$ cat config.mk
export PLATFORM = sky130hd
export DESIGN_NAME = poly_voice_allocator
export DESIGN_NICKNAME = d
export VERILOG_FILES = /design/src/rtl/pva_pkg.sv /design/src/rtl/pva_voice_file.sv /design/src/rtl/pva_ctrl.sv /design/src/rtl/poly_voice_allocator.sv
export VERILOG_INCLUDE_DIRS = /design/src /design/src/rtl
export SDC_FILE = /design/constraint.sdc
export NUM_CORES = 1
export LEC_CHECK = 0
export BUFFER_PORTS_ARGS = -buffer_cell sky130_fd_sc_hd__clkbuf_2
export CAP_MARGIN = 0
export CORE_ASPECT_RATIO = 0.75
export CORE_MARGIN = 2
export CORE_UTILIZATION = 50
export CTS_CLUSTER_DIAMETER = 200
export DETAILED_ROUTE_END_ITERATION = 10
export PLACE_DENSITY = 0.64
export RECOVER_POWER = 100
export SETUP_SLACK_MARGIN = 0.1
export SYNTH_ARGS = -nofsm -noshare
export SYNTH_HDL_FRONTEND = slang
export SYNTH_SLANG_ARGS = --single-unit
$ cat constraint.sdc
create_clock -name clk_i -period 9.12 [get_ports clk_i]
set_clock_uncertainty 0.15 [all_clocks]
set_input_delay 0.456 -clock clk_i [delete_from_list [all_inputs] [get_ports clk_i]]
set_output_delay 0.456 -clock clk_i [all_outputs]
set_load 0.01 [all_outputs]
$ cat src/rtl/poly_voice_allocator_macros.svh
// Assertion macros used by the voice allocator top level.
`ifndef POLY_VOICE_ALLOCATOR_MACROS_SVH
`define POLY_VOICE_ALLOCATOR_MACROS_SVH

// Same-cycle implication, sampled on clk_i and disabled during reset.
`define PVA_ASSERT_IMP(lbl, ante, cons, msg) \
  lbl: assert property (@(posedge clk_i) disable iff (!rst_ni) (ante) |-> (cons)) \
    else $error(msg);

// Next-cycle implication, sampled on clk_i and disabled during reset.
`define PVA_ASSERT_NXT(lbl, ante, cons, msg) \
  lbl: assert property (@(posedge clk_i) disable iff (!rst_ni) (ante) |=> (cons)) \
    else $error(msg);

`endif

$ cat src/rtl/pva_pkg.sv
// Shared types and constants of the polyphonic voice allocator.
package pva_pkg;

  localparam int unsigned DEFAULT_NUM_VOICES = 9;

  localparam int unsigned FUNC_W  = 3;
  localparam int unsigned CH_W    = 4;
  localparam int unsigned NOTE_W  = 7;
  localparam int unsigned VEL_W   = 7;
  localparam int unsigned VOICE_W = 4;

  localparam logic [CH_W-1:0] DRUM_RESET = 4'd9;

  typedef enum logic [FUNC_W-1:0] {
    FN_NOTE_ON  = 3'd0,
    FN_NOTE_OFF = 3'd1,
    FN_PEDAL    = 3'd2,
    FN_ALL_OFF  = 3'd3,
    FN_SILENCE  = 3'd4
  } pva_func_e;

  typedef enum logic [2:0] {
    S_IDLE,
    S_SCAN_ON,
    S_PLACE,
    S_SCAN_OFF,
    S_OUTER,
    S_PEDAL,
    S_SILENCE,
    S_FLUSH
  } pva_state_e;

  // One voice entry as seen on the read port of the voice file.
  typedef struct packed {
    logic [CH_W-1:0]   ch;
    logic [NOTE_W-1:0] note;
    logic              keyed;
    logic              held;
  } pva_entry_t;

  // Write command from the sequencer to the voice file.
  typedef struct packed {
    logic on_write;
    logic age_move;
    logic clr_keyed;
    logic clr_held;
    logic set_held;
  } pva_wr_t;

endpackage

$ cat src/rtl/pva_voice_file.sv
// Per-voice state: channel, note, key and hold flags, and age rank.
module pva_voice_file #(
  parameter int unsigned NUM_VOICES = pva_pkg::DEFAULT_NUM_VOICES,
  localparam int unsigned IW = $clog2(NUM_VOICES)
) (
  input  logic                        clk_i,
  input  logic                        rst_ni,
  input  logic [IW-1:0]               rd_idx_i,
  output pva_pkg::pva_entry_t         rd_entry_o,
  output logic [IW-1:0]               rd_rank_o,
  input  pva_pkg::pva_wr_t            wr_i,
  input  logic [IW-1:0]               wr_idx_i,
  input  logic [IW-1:0]               wr_rank_i,
  input  logic [pva_pkg::CH_W-1:0]    wr_ch_i,
  input  logic [pva_pkg::NOTE_W-1:0]  wr_note_i
);

  logic [pva_pkg::CH_W-1:0]   ch_q    [NUM_VOICES];
  logic [pva_pkg::NOTE_W-1:0] note_q  [NUM_VOICES];
  logic                       keyed_q [NUM_VOICES];
  logic                       held_q  [NUM_VOICES];
  // Rank 0 is the oldest voice, NUM_VOICES-1 the youngest.
  logic [IW-1:0]              rank_q  [NUM_VOICES];

  assign rd_entry_o.ch    = ch_q[rd_idx_i];
  assign rd_entry_o.note  = note_q[rd_idx_i];
  assign rd_entry_o.keyed = keyed_q[rd_idx_i];
  assign rd_entry_o.held  = held_q[rd_idx_i];
  assign rd_rank_o        = rank_q[rd_idx_i];

  always_ff @(posedge clk_i or negedge rst_ni) begin
    if (!rst_ni) begin
      for (int k = 0; k < NUM_VOICES; k++) begin
        ch_q[k]    <= '0;
        note_q[k]  <= '0;
        keyed_q[k] <= 1'b0;
        held_q[k]  <= 1'b0;
        rank_q[k]  <= IW'(k);
      end
    end else begin
      for (int k = 0; k < NUM_VOICES; k++) begin
        if (wr_idx_i == IW'(k)) begin
          if (wr_i.on_write) begin
            ch_q[k]    <= wr_ch_i;
            note_q[k]  <= wr_note_i;
            keyed_q[k] <= 1'b1;
            held_q[k]  <= 1'b0;
          end
          if (wr_i.clr_keyed) begin
            keyed_q[k] <= 1'b0;
          end
          if (wr_i.clr_held) begin
            held_q[k] <= 1'b0;
          end
          if (wr_i.set_held) begin
            held_q[k] <= 1'b1;
          end
        end
        // Moving a voice to the young end closes the gap it leaves behind.
        if (wr_i.on_write && wr_i.age_move) begin
          if (wr_idx_i == IW'(k)) begin
            rank_q[k] <= IW'(NUM_VOICES - 1);
          end else if (rank_q[k] > wr_rank_i) begin
            rank_q[k] <= rank_q[k] - IW'(1);
          end
        end
      end
    end
  end

endmodule

$ cat src/rtl/pva_ctrl.sv
// Sequencer that scans the voices one per cycle and orders the results.
module pva_ctrl #(
  parameter int unsigned NUM_VOICES = pva_pkg::DEFAULT_NUM_VOICES,
  localparam int unsigned IW = $clog2(NUM_VOICES)
) (
  input  logic                        clk_i,
  input  logic                        rst_ni,
  input  logic                        start,
  output logic                        busy,
  input  logic [pva_pkg::FUNC_W-1:0]  func_i,
  input  logic [pva_pkg::CH_W-1:0]    midi_channel_i,
  input  logic [pva_pkg::NOTE_W-1:0]  note_number_i,
  input  logic [pva_pkg::VEL_W-1:0]   velocity_i,
  input  logic [pva_pkg::VEL_W-1:0]   pedal_value_i,
  input  logic [pva_pkg::CH_W-1:0]    drum_channel_i,
  output logic [IW-1:0]               rd_idx_o,
  input  pva_pkg::pva_entry_t         rd_entry_i,
  input  logic [IW-1:0]               rd_rank_i,
  output pva_pkg::pva_wr_t            wr_o,
  output logic [IW-1:0]               wr_idx_o,
  output logic [IW-1:0]               wr_rank_o,
  output logic [pva_pkg::CH_W-1:0]    wr_ch_o,
  output logic [pva_pkg::NOTE_W-1:0]  wr_note_o,
  output logic                        result_strobe_o,
  output logic [pva_pkg::VOICE_W-1:0] voice_o,
  output logic                        key_on_o,
  output logic [pva_pkg::NOTE_W-1:0]  out_note_o,
  output logic                        stolen_o,
  output logic                        last_o
);

  pva_pkg::pva_state_e state_q, state_d;
  pva_pkg::pva_func_e  fn;

  logic [IW-1:0]              idx_q, outer_q;
  logic [pva_pkg::CH_W-1:0]   op_ch_q;
  logic [pva_pkg::NOTE_W-1:0] op_note_q;
  logic                       aoff_q;
  logic                       pedal_down_q;

  logic          hit_q, free_q, drum_q;
  logic [IW-1:0] hit_idx_q, free_idx_q, drum_idx_q, old_idx_q;
  logic [IW-1:0] free_rank_q, drum_rank_q;

  logic                       pend_valid_q;
  logic [IW-1:0]              pend_voice_q;
  logic                       pend_key_on_q;
  logic [pva_pkg::NOTE_W-1:0] pend_note_q;
  logic                       pend_stolen_q;

  logic                        out_valid_q;
  logic [pva_pkg::VOICE_W-1:0] out_voice_q;
  logic                        out_key_on_q;
  logic [pva_pkg::NOTE_W-1:0]  out_note_q;
  logic                        out_stolen_q;
  logic                        out_last_q;

  logic accept, note_on_go, off_go;
  logic idx_last, outer_last;
  logic match, ch_eq, drum_eq;
  logic off_done;

  logic                       emit, flush;
  logic [IW-1:0]              emit_voice;
  logic                       emit_key_on;
  logic [pva_pkg::NOTE_W-1:0] emit_note;
  logic                       emit_stolen;
  logic [IW-1:0]              sel_idx, sel_rank;

  assign fn         = pva_pkg::pva_func_e'(func_i);
  assign accept     = start && (state_q == pva_pkg::S_IDLE);
  assign busy       = (state_q != pva_pkg::S_IDLE);
  assign note_on_go = (fn == pva_pkg::FN_NOTE_ON) && (velocity_i != '0);
  assign off_go     = ((fn == pva_pkg::FN_NOTE_ON) && (velocity_i == '0)) ||
                      (fn == pva_pkg::FN_NOTE_OFF);

  assign idx_last   = (idx_q == IW'(NUM_VOICES - 1));
  assign outer_last = (outer_q == IW'(NUM_VOICES - 1));

  // Shared compare unit, fed by the single voice read port.
  assign rd_idx_o = (state_q == pva_pkg::S_OUTER) ? outer_q : idx_q;
  assign ch_eq    = (rd_entry_i.ch == op_ch_q);
  assign drum_eq  = (rd_entry_i.ch == drum_channel_i);
  assign match    = ch_eq && (rd_entry_i.note == op_note_q);
  assign off_done = match || idx_last;

  // Note-on choice: reuse, else first free, else youngest drum voice, else oldest.
  always_comb begin
    priority if (hit_q) begin
      sel_idx  = hit_idx_q;
      sel_rank = '0;
    end else if (free_q) begin
      sel_idx  = free_idx_q;
      sel_rank = free_rank_q;
    end else if (drum_q) begin
      sel_idx  = drum_idx_q;
      sel_rank = drum_rank_q;
    end else begin
      sel_idx  = old_idx_q;
      sel_rank = '0;
    end
  end

  always_comb begin
    state_d = state_q;
    unique case (state_q)
      pva_pkg::S_IDLE: begin
        if (accept) begin
          if (note_on_go) begin
            state_d = pva_pkg::S_SCAN_ON;
          end else if (off_go) begin
            state_d = pva_pkg::S_SCAN_OFF;
          end else if (fn == pva_pkg::FN_PEDAL && pedal_value_i == '0) begin
            state_d = pva_pkg::S_PEDAL;
          end else if (fn == pva_pkg::FN_ALL_OFF) begin
            state_d = pva_pkg::S_OUTER;
          end else if (fn == pva_pkg::FN_SILENCE) begin
            state_d = pva_pkg::S_SILENCE;
          end
        end
      end
      pva_pkg::S_SCAN_ON: begin
        if (idx_last) state_d = pva_pkg::S_PLACE;
      end
      pva_pkg::S_PLACE: begin
        state_d = pva_pkg::S_FLUSH;
      end
      pva_pkg::S_SCAN_OFF: begin
        if (off_done) begin
          state_d = (aoff_q && !outer_last) ? pva_pkg::S_OUTER : pva_pkg::S_FLUSH;
        end
      end
      pva_pkg::S_OUTER: begin
        if (ch_eq) begin
          state_d = pva_pkg::S_SCAN_OFF;
        end else if (outer_last) begin
          state_d = pva_pkg::S_FLUSH;
        end
      end
      pva_pkg::S_PEDAL, pva_pkg::S_SILENCE: begin
        if (idx_last) state_d = pva_pkg::S_FLUSH;
      end
      pva_pkg::S_FLUSH: begin
        state_d = pva_pkg::S_IDLE;
      end
      default: begin
        state_d = pva_pkg::S_IDLE;
      end
    endcase
  end

  always_comb begin
    wr_o        = '0;
    wr_idx_o    = idx_q;
    wr_rank_o   = sel_rank;
    wr_ch_o     = op_ch_q;
    wr_note_o   = op_note_q;
    emit        = 1'b0;
    flush       = 1'b0;
    emit_voice  = idx_q;
    emit_key_on = 1'b0;
    emit_note   = rd_entry_i.note;
    emit_stolen = 1'b0;
    unique case (state_q)
      pva_pkg::S_PLACE: begin
        wr_o.on_write = 1'b1;
        wr_o.age_move = !hit_q;
        wr_idx_o      = sel_idx;
        emit          = 1'b1;
        emit_voice    = sel_idx;
        emit_key_on   = 1'b1;
        emit_note     = op_note_q;
        emit_stolen   = !hit_q && !free_q;
      end
      pva_pkg::S_SCAN_OFF: begin
        if (match) begin
          if (pedal_down_q) begin
            wr_o.set_held = 1'b1;
          end else begin
            wr_o.clr_keyed = 1'b1;
            wr_o.clr_held  = 1'b1;
            emit           = 1'b1;
          end
        end
      end
      pva_pkg::S_PEDAL: begin
        if (rd_entry_i.held) begin
          wr_o.clr_keyed = 1'b1;
          wr_o.clr_held  = 1'b1;
          emit           = 1'b1;
        end
      end
      pva_pkg::S_SILENCE: begin
        wr_o.clr_keyed = 1'b1;
        emit           = 1'b1;
      end
      pva_pkg::S_FLUSH: begin
        flush = 1'b1;
      end
      default: begin
      end
    endcase
  end

  always_ff @(posedge clk_i or negedge rst_ni) begin
    if (!rst_ni) begin
      state_q      <= pva_pkg::S_IDLE;
      pedal_down_q <= 1'b0;
      pend_valid_q <= 1'b0;
      out_valid_q  <= 1'b0;
      hit_q        <= 1'b0;
      free_q       <= 1'b0;
      drum_q       <= 1'b0;
      aoff_q       <= 1'b0;
      idx_q        <= '0;
      outer_q      <= '0;
    end else begin
      state_q     <= state_d;
      out_valid_q <= 1'b0;

      unique case (state_q)
        pva_pkg::S_IDLE: begin
          if (accept) begin
            idx_q   <= '0;
            outer_q <= '0;
            aoff_q  <= (fn == pva_pkg::FN_ALL_OFF);
            hit_q   <= 1'b0;
            free_q  <= 1'b0;
            drum_q  <= 1'b0;
            if (fn == pva_pkg::FN_PEDAL) begin
              pedal_down_q <= (pedal_value_i != '0);
            end
          end
        end
        pva_pkg::S_SCAN_ON: begin
          if (!hit_q && match && rd_entry_i.keyed) begin
            hit_q <= 1'b1;
          end
          if (!free_q && !rd_entry_i.keyed) begin
            free_q <= 1'b1;
          end
          if (drum_eq && (!drum_q || rd_rank_i > drum_rank_q)) begin
            drum_q <= 1'b1;
          end
          idx_q <= idx_last ? '0 : idx_q + IW'(1);
        end
        pva_pkg::S_SCAN_OFF: begin
          idx_q <= idx_q + IW'(1);
          if (off_done) begin
            outer_q <= outer_q + IW'(1);
          end
        end
        pva_pkg::S_OUTER: begin
          if (ch_eq) begin
            idx_q <= '0;
          end else begin
            outer_q <= outer_q + IW'(1);
          end
        end
        pva_pkg::S_PEDAL, pva_pkg::S_SILENCE: begin
          idx_q <= idx_q + IW'(1);
        end
        default: begin
        end
      endcase

      // A result waits in the pending stage until the next one, or the end of
      // the item, shows whether it is the final one.
      if (emit) begin
        pend_valid_q <= 1'b1;
        out_valid_q  <= pend_valid_q;
      end else if (flush) begin
        pend_valid_q <= 1'b0;
        out_valid_q  <= pend_valid_q;
      end
    end
  end

  // Payload registers, no reset needed.
  always_ff @(posedge clk_i) begin
    if (accept) begin
      op_ch_q   <= midi_channel_i;
      op_note_q <= note_number_i;
    end
    if (state_q == pva_pkg::S_OUTER && ch_eq) begin
      op_note_q <= rd_entry_i.note;
    end
    if (state_q == pva_pkg::S_SCAN_ON) begin
      if (!hit_q && match && rd_entry_i.keyed) begin
        hit_idx_q <= idx_q;
      end
      if (!free_q && !rd_entry_i.keyed) begin
        free_idx_q  <= idx_q;
        free_rank_q <= rd_rank_i;
      end
      if (drum_eq && (!drum_q || rd_rank_i > drum_rank_q)) begin
        drum_idx_q  <= idx_q;
        drum_rank_q <= rd_rank_i;
      end
      if (rd_rank_i == '0) begin
        old_idx_q <= idx_q;
      end
    end
    if (emit) begin
      pend_voice_q  <= emit_voice;
      pend_key_on_q <= emit_key_on;
      pend_note_q   <= emit_note;
      pend_stolen_q <= emit_stolen;
    end
    if (emit || flush) begin
      out_voice_q  <= pva_pkg::VOICE_W'(pend_voice_q);
      out_key_on_q <= pend_key_on_q;
      out_note_q   <= pend_note_q;
      out_stolen_q <= pend_stolen_q;
      out_last_q   <= flush;
    end
  end

  assign result_strobe_o = out_valid_q;
  assign voice_o         = out_voice_q;
  assign key_on_o        = out_key_on_q;
  assign out_note_o      = out_note_q;
  assign stolen_o        = out_stolen_q;
  assign last_o          = out_last_q;

endmodule

$ cat src/rtl/poly_voice_allocator.sv
// Top level of the polyphonic voice allocator.
// An event is taken when start is high while busy is low, and busy then stays
// high while the sequencer walks the voices, one voice per cycle through a
// single read port and compare unit. A note-on scans every voice and then
// places the note, a note-off scans until it finds its note or reaches the
// last voice, a pedal release or silence walks every voice, and an
// all-notes-off walks every voice, and each voice on the channel starts a
// fresh search for its note. Pedal down and unused function codes
// finish at once. Results leave at most one per cycle, each on result_strobe_o
// for a single cycle. A result is held back until the next result of the event,
// or the end of the event, is known, so the final one appears in the first
// cycle with busy low again. The receiver must take every result when it
// appears, and last_o marks the final one of an event. The drum channel
// register is written through the cfg channel, which is always ready, and
// should only be written while busy is low.
module poly_voice_allocator #(
  parameter int unsigned NUM_VOICES = pva_pkg::DEFAULT_NUM_VOICES
) (
  input  logic                        clk_i,
  input  logic                        rst_ni,
  input  logic                        start,
  output logic                        busy,
  input  logic [pva_pkg::FUNC_W-1:0]  func_i,
  input  logic [pva_pkg::CH_W-1:0]    midi_channel_i,
  input  logic [pva_pkg::NOTE_W-1:0]  note_number_i,
  input  logic [pva_pkg::VEL_W-1:0]   velocity_i,
  input  logic [pva_pkg::VEL_W-1:0]   pedal_value_i,
  input  logic                        cfg_valid_i,
  output logic                        cfg_ready_o,
  input  logic [pva_pkg::CH_W-1:0]    cfg_data_i,
  output logic                        result_strobe_o,
  output logic [pva_pkg::VOICE_W-1:0] voice_o,
  output logic                        key_on_o,
  output logic [pva_pkg::NOTE_W-1:0]  out_note_o,
  output logic                        stolen_o,
  output logic                        last_o
);

  `include "poly_voice_allocator_macros.svh"

  localparam int unsigned IW = $clog2(NUM_VOICES);

  logic [pva_pkg::CH_W-1:0]   drum_q;
  logic [IW-1:0]              rd_idx, rd_rank, wr_idx, wr_rank;
  pva_pkg::pva_entry_t        rd_entry;
  pva_pkg::pva_wr_t           wr;
  logic [pva_pkg::CH_W-1:0]   wr_ch;
  logic [pva_pkg::NOTE_W-1:0] wr_note;

  assign cfg_ready_o = 1'b1;

  always_ff @(posedge clk_i or negedge rst_ni) begin
    if (!rst_ni) begin
      drum_q <= pva_pkg::DRUM_RESET;
    end else if (cfg_valid_i && cfg_ready_o) begin
      drum_q <= cfg_data_i;
    end
  end

  pva_voice_file #(
    .NUM_VOICES(NUM_VOICES)
  ) u_voice_file (
    .clk_i     (clk_i),
    .rst_ni    (rst_ni),
    .rd_idx_i  (rd_idx),
    .rd_entry_o(rd_entry),
    .rd_rank_o (rd_rank),
    .wr_i      (wr),
    .wr_idx_i  (wr_idx),
    .wr_rank_i (wr_rank),
    .wr_ch_i   (wr_ch),
    .wr_note_i (wr_note)
  );

  pva_ctrl #(
    .NUM_VOICES(NUM_VOICES)
  ) u_ctrl (
    .clk_i          (clk_i),
    .rst_ni         (rst_ni),
    .start          (start),
    .busy           (busy),
    .func_i         (func_i),
    .midi_channel_i (midi_channel_i),
    .note_number_i  (note_number_i),
    .velocity_i     (velocity_i),
    .pedal_value_i  (pedal_value_i),
    .drum_channel_i (drum_q),
    .rd_idx_o       (rd_idx),
    .rd_entry_i     (rd_entry),
    .rd_rank_i      (rd_rank),
    .wr_o           (wr),
    .wr_idx_o       (wr_idx),
    .wr_rank_o      (wr_rank),
    .wr_ch_o        (wr_ch),
    .wr_note_o      (wr_note),
    .result_strobe_o(result_strobe_o),
    .voice_o        (voice_o),
    .key_on_o       (key_on_o),
    .out_note_o     (out_note_o),
    .stolen_o       (stolen_o),
    .last_o         (last_o)
  );

  // A result is only produced by work that was in progress the cycle before.
  `PVA_ASSERT_IMP(a_result_after_work, result_strobe_o, $past(busy), "result without work")
  // The final result of an event is never followed directly by another.
  `PVA_ASSERT_NXT(a_gap_after_last, result_strobe_o && last_o, !result_strobe_o, "result after last")
  // A note-on with a nonzero velocity always occupies the sequencer.
  `PVA_ASSERT_NXT(a_note_on_busy, start && !busy && func_i == pva_pkg::FN_NOTE_ON && velocity_i != '0, busy, "note-on not started")

endmodule
== Word level (Yosys, flattened, before mapping) ==
Cells that the tools add are included.
Word-level totals
  flip-flop bits (word level): 237
  latch bits: 0
  memory bits (writable): 0
  ROM bits: 0
  bits of input ports: 36
  memories kept: 0
Cells by class
  add/sub/neg operators: 11
  multipliers: 0
  divide/modulo/power cells: 0
  magnitude comparators: 11
  eq/ne operators: 35
  shift-type cells: 0
  multiplexer cells: 94
  bitwise operators: 1
  reduce and logical (&&, ||, !) cells: 98
Operators by type and width (number)
  2-to-1 mux 4 bit: 35
  AND reduction 2 bit: 41
  > comparator 4 bit: 10
  2-to-1 mux 3 bit: 12
  subtractor 4 x 1 -> 4 bit, second input constant: 9
  2-to-1 mux 7 bit: 5
  binary-select mux 4 bit (select 4 bit): 2
  binary-select mux 7 bit (select 4 bit): 1
  nonzero test 2 bit: 13
  2-to-1 mux 1 bit: 24
  one-hot mux 3 bit (7 select lines): 1
  == test 4 x 3 -> 1 bit, second input constant: 4
  one-hot mux 4 bit (4 select lines): 1
  == test 3 bit, second input constant: 5
  AND reduction 3 bit: 5
  zero test 7 bit: 2
  nonzero test 7 bit: 2
  logical AND 1 bit: 13
  == test 3 x 2 -> 1 bit, second input constant: 4
  == test 4 bit, second input constant: 3
  one-hot mux 4 bit (3 select lines): 1
  != test 2 x 1 -> 1 bit, second input constant: 5
  nonzero test 3 bit: 3
  adder 4 x 1 -> 4 bit, second input constant: 2
  23 further kinds: 47

== Logic depth before layout (Yosys ltp) ==
  depth in word-level cells: 12
  gate-level depth with buffers: 20
  mapped depth without buffers: 16

== Modules after synthesis ==
A second synthesis with hierarchy kept.
Unflattened totals
  cells, all modules: 1021
  area, all modules: 12348.1 sq um
Modules (own cells, without submodules)
  pva_voice_file: times used 1, cells an instance 701, area an instance 8346.8 sq um
  pva_ctrl: times used 1, cells an instance 310, area an instance 3842.4 sq um
  poly_voice_allocator: times used 1, cells an instance 10, area an instance 158.9 sq um

== Least setup slack after synthesis ==
Ideal clock, no wire load.
  kind: register to register
  start point: register u_ctrl.state_q[0]
  end point: register u_ctrl.drum_idx_q[0] (enable)
  setup time: 374 ps
  data arrival time: 3802 ps
  data required time: 8596 ps
  path slack: 4794 ps
  stages on the path, launching flop included: 19
  path buffers: 4
  clock period less this slack: 4326 ps
  path through: dfrtp_1 > or3b_1 > buf_2 > buf_6 > buf_6 > mux2i_1 > buf_2 > mux4_2 > mux2i_1 > o22ai_1 > ha_1 > nor2b_1 > o21ai_0 > nand2b_1 > a21oi_1 > a41o_1 > a21oi_1 > nand4_1 > nor2_1
On the way
  cells in the longest elaborated chain, start to end: 10
RTL lines
  start, declared: RTL line pva_ctrl.sv:32  | pva_pkg::pva_state_e state_q, state_d;
  start signal, assigned: RTL line pva_ctrl.sv:207  | state_q <= pva_pkg::S_IDLE;
  start signal, assigned: RTL line pva_ctrl.sv:218  | state_q <= state_d;
  == test 3 bit: RTL line pva_ctrl.sv:81  | assign rd_idx_o = (state_q == pva_pkg::S_OUTER) ? outer_q : idx_q;
  2-to-1 mux 4 bit: RTL line pva_ctrl.sv:81
  inverter 4 -> 5 bit (implied by the code): RTL line pva_voice_file.sv:29  | assign rd_rank_o = rank_q[rd_idx_i];
  binary-select mux 4 bit (select 4 bit): RTL line pva_voice_file.sv:29
  2-to-1 mux 4 bit (implied by the code) (2 in series): RTL line pva_voice_file.sv:29
  net rd_rank[1]: RTL line poly_voice_allocator.sv:44  | logic [IW-1:0] rd_idx, rd_rank, wr_idx, wr_rank;
  > comparator 4 bit: RTL line pva_ctrl.sv:296  | if (drum_eq && (!drum_q || rd_rank_i > drum_rank_q)) begin
  logical OR 1 bit: RTL line pva_ctrl.sv:296
  logical AND 1 bit: RTL line pva_ctrl.sv:296
  AND reduction 2 bit (no line)
  end signal, assigned: RTL line pva_ctrl.sv:297  | drum_idx_q <= idx_q;
  end, declared: RTL line pva_ctrl.sv:42  | logic [IW-1:0] hit_idx_q, free_idx_q, drum_idx_q, old_idx_q;
The timed path passes the listed nets, and every way through them passes these cells. The select of a mux whose other input is x is not followed.
A chain may end at the register's enable or synchronous reset.

== Final worst setup path ==
  start point: register u_ctrl.idx_q[1]
  end point: register u_ctrl.hit_idx_q[2] (enable)
On the way
  cells in the longest elaborated chain, start to end: 10
RTL lines
  start, declared: RTL line pva_ctrl.sv:35  | logic [IW-1:0] idx_q, outer_q;
  start signal, assigned: RTL line pva_ctrl.sv:245  | idx_q <= idx_last ? '0 : idx_q + IW'(1);
  start signal, assigned: RTL line pva_ctrl.sv:248  | idx_q <= idx_q + IW'(1);
  start signal, assigned: RTL line pva_ctrl.sv:261  | idx_q <= idx_q + IW'(1);
  2-to-1 mux 4 bit *: RTL line pva_ctrl.sv:81
  inverter 4 -> 5 bit (implied by the code) *: RTL line pva_voice_file.sv:25, pva_voice_file.sv:26, pva_voice_file.sv:27
  binary-select mux 7 bit (select 4 bit) or binary-select mux 4 bit (select 4 bit) (tied branches): RTL line pva_voice_file.sv:26, pva_voice_file.sv:25
  2-to-1 mux 7 bit (implied by the code) or 2-to-1 mux 4 bit (tied branches) (2 in series): RTL line pva_voice_file.sv:26, pva_voice_file.sv:25
  == test 7 bit or == test 4 bit (tied branches): RTL line pva_ctrl.sv:84, pva_ctrl.sv:82
  logical AND 1 bit: RTL line pva_ctrl.sv:84  | assign match = ch_eq && (rd_entry_i.note == op_note_q);
  logical AND 1 bit: RTL line pva_ctrl.sv:289  | if (!hit_q && match && rd_entry_i.keyed) begin
  logical AND 1 bit *: RTL line pva_ctrl.sv:289
  AND reduction 2 bit (no line) *
  end signal, assigned: RTL line pva_ctrl.sv:290  | hit_idx_q <= idx_q;
  end, declared: RTL line pva_ctrl.sv:42
Mark *: on every way between the ends. The rest lies on a longest branch, timed or not. The select of a mux whose other input is x is not followed.

==> impl_metrics.json <==
{
  "grt_max_degree": 67,
  "area_growth_pct": 9.10,
  "io_pins": 53,
  "startpoint_type": "flip-flop",
  "clock_latency_ps": 520,
  "tns_ps": 0,
  "period_needed_ps": 5970,
  "fin_crit_sh_pct": 65.4,
  "clk_pin_slew_ps": 70,
  "cts_setup_buffers": 0,
  "critical_path_class": "flip-flop to flip-flop",
  "syn_nets": 1288,
  "ys_async_sr_fraction_pct": 73.8,
  "synth_area_mm2": 0.0135,
  "yosysTopAreaCellShare_pct": 29.7,
  "p_leak_uw": 0.00623,
  "die_h_um": 146,
  "std_cell_rows": 52,
  "root_buffer": "clkbuf_16",
  "cts_resized": 0,
  "dp_hpwl_mm": 24.7,
  "finalSetupViolCount": 0,
  "antenna_found_initial": 0,
  "yosys.area.top_type": "dfrtp_1",
  "drt-total-wl_mm": 35.5,
  "die_area_mm2": 0.0283,
  "synth.distinct_cells": 82,
  "drive_gt1_share_pct": 17.6,
  "ctsLongestPathBuffers": 3,
  "status": "finished, violations left",
  "start_util_pct": 50.5,
  "die_w_um": 194,
  "synth_common_cells": "dfrtp_1 (160), nand2_1 (111), o21ai_0 (87), mux2_2 (84), a21oi_1 (75)",
  "synth_enable_flop_cells": 62,
  "cts_buffers": 25,
  "cts_tree": "built",
  "vias": 9898,
  "drc_errors": 0,
  "yosysWarnings": 0,
  "layout.nets": 1324,
  "tightestPinTransition_ps": 3940,
  "dp_slack_ps": 4420,
  "setup_slack_ps": 3150,
  "via_per_inst": 6.17,
  "grt_overflow": 0,
  "synth_most_common_cell": "dfrtp_1",
  "diodes": 0,
  "grt_pass1_wl_mm": 55.8,
  "rr_worst_depth": 9,
  "crit_path_end_kind": "flip-flop",
  "drtPass1Iterations": 6,
  "critPathLaunch": "u_ctrl.idx_q[1]$_DFFE_PN0P_",
  "io_buffers": 51,
  "powerDensity_mw_per_mm2": 360,
  "core-area_mm2": 0.0267,
  "holdWs_ps": 26.2,
  "synth_seq_cells": 237,
  "ir_drop_v": 0.000196,
  "synthFlopType": "dfrtp_1",
  "avgSynthCellArea_um2": 11.3,
  "holdPathStages": 2,
  "hold_class": "primary input to flip-flop",
  "relSlewSlack_pct": -163,
  "routabilityCongestion": 0.883,
  "violations": "max-capacitance violations, max-slew violations",
  "rsz0062_at_grt": "no",
  "rr_startpoint": "u_ctrl.idx_q[1]$_DFFE_PN0P_",
  "gr-usage-all-layers_pct": 25.1,
  "critPathMaxFanout": 35,
  "drtIter0Drc": 972,
  "syn_inst": 1199,
  "avgRoutedWirePerCell_um": 22.1,
  "drv_slew": 165,
  "clock_sinks": 237,
  "ant_nets": 0,
  "cts_max_level": 1,
  "utilization_pct": 55.1,
  "arrival_ps": 5950,
  "hold_violations": 0,
  "max_cap_viol_count": 5,
  "max_freq_mhz": 168,
  "min-delay-start": "cfg_data_i[1]",
  "cp.required_ps": 9110,
  "synth_area_leaders": "dfrtp_1 (30%), edfxtp_1 (14%), mux2_2 (7.0%)",
  "grt_pass1_vias": 9387,
  "seq_area_frac_synth_pct": 46.4
}
## worst paths after layout
kind | to | slack [ps]
worst max-delay path | u_ctrl.hit_idx_q[2]$_DFFE_PP_ | 3150
worst min-delay path | drum_q[1]$_DFFE_PN0P_ | 30
worst max register to register | u_ctrl.hit_idx_q[2]$_DFFE_PP_ | 3150
worst min register to register | u_ctrl.out_note_o[3]$_DFFE_PP_ | 270
max in group asynchronous | u_voice_file.note_q[16]$_DFFE_PN0P_ | 3320
min in group asynchronous | u_voice_file.note_q[2]$_DFFE_PN0P_ | 1710
## state kept, by name (all words and copies together), names as in the netlist, 7 cells and up
signal,cells
u_voice_file.note_q,63
u_voice_file.ch_q,36
u_voice_file.rank_q,36
u_voice_file.held_q,9
u_voice_file.keyed_q,9
u_ctrl.out_note_o,7
u_ctrl.pend_note_q,7
u_ctrl.wr_note_o,7
## where the power goes
| part | internal, uW | leakage [uW] | total [uW] | switching, uW |
|---|---|---|---|---|
| combinational | 1050 | 0.00305 | 2410 | 1360 |
| clock | 565 | 0.000379 | 987 | 421 |
| sequential | 1550 | 0.00281 | 1900 | 351 |
| total | 3160 | 0.00623 | 5300 | 2140 |
## cells in the final DEF, fill, tap and decap left out, types with 6 or more instances in the layout
master     instances
mux2i_1           57
nand2_1          111
edfxtp_1          62
o21ai_0           89
nand2b_1          21
clkbuf_1          38
nand3_1           21
mux4_1            13
o32ai_1           12
inv_1             59
clkbuf_2          30
a22oi_1            9
ha_1              53
buf_4             11
nor3_1            12
mux4_2            30
dfstp_2           13
a41o_1             9
o22ai_1           18
nor2b_1           17
xnor2_1           13
dfrtp_1          160
or3_1              6
a31oi_1            9
nor2_1            58
mux2_2            83
clkbuf_16         25
a21oi_1           75
nor4_1            11
or2_2              8
## critical path, stage by stage, from the launching register on
cell and delay [ps]:
dfrtp_1 330, clkbuf_1 1510, nor4b_1 130, mux2_1 690
nand2_1 230, o2111ai_1 130, nor4_1 610, nand2_2 190
or3_1 620, nor4b_1 960
## kinds of logic (layout without fill, tap and decap cells)
| family | after synthesis | in the layout | synth area share [%] |
|---|---|---|---|
| adders and majority gates | 53 | 53 | 4.91 |
| and+or+nand+nor | 299 | 299 | 11.1 |
| DFF | 237 | 237 | 46.4 |
| AOI/OAI and AO/OA | 277 | 277 | 12.8 |
| buffers and inverters | 126 | 180 | 4.26 |
| xor gates and xnor gates | 18 | 18 | 1.17 |
| other | 1 | 1 | 0.0278 |
| muxes | 188 | 188 | 19.3 |
## metal layers
metal / global-route usage [%] / vias to the layer above / share of wire (%)
met5: 0 / - / 0
met4: 4.73 / 0 / 1.4
met3: 5.66 / 37 / 8.8
met2: 35.2 / 408 / 41
met1: 40.0 / 4909 / 49
li1: - / 4544 / -
## repair_timing
item                       4_1_cts  5_1_grt
hold endpoints to repair        63        0
setup endpoints to repair        0        0
hold buffers                     4        0
## area by class of cell
cell class | instances | area, um^2
inverter | 60 | 225
fill | 2263 | 12000
clock inverter | 8 | 65.1
tap | 351 | 439
sequential | 237 | 6260
timing repair buffer | 75 | 385
multi-input combinational | 836 | 6640
clock buffer | 37 | 711
## metrics by stage
step           instances  total power (uW)  instance area, um^2
2_1_floorplan       1199              3620                13500
3_5_place_dp        1555              4310                14000
3_3_place_gp        1555              4250                14000
6_report            1604              5300                14700
4_1_cts             1604              5310                14800
5_1_grt             1604              5660                14700
No activity file was read; power rests on OpenSTA's default activity.
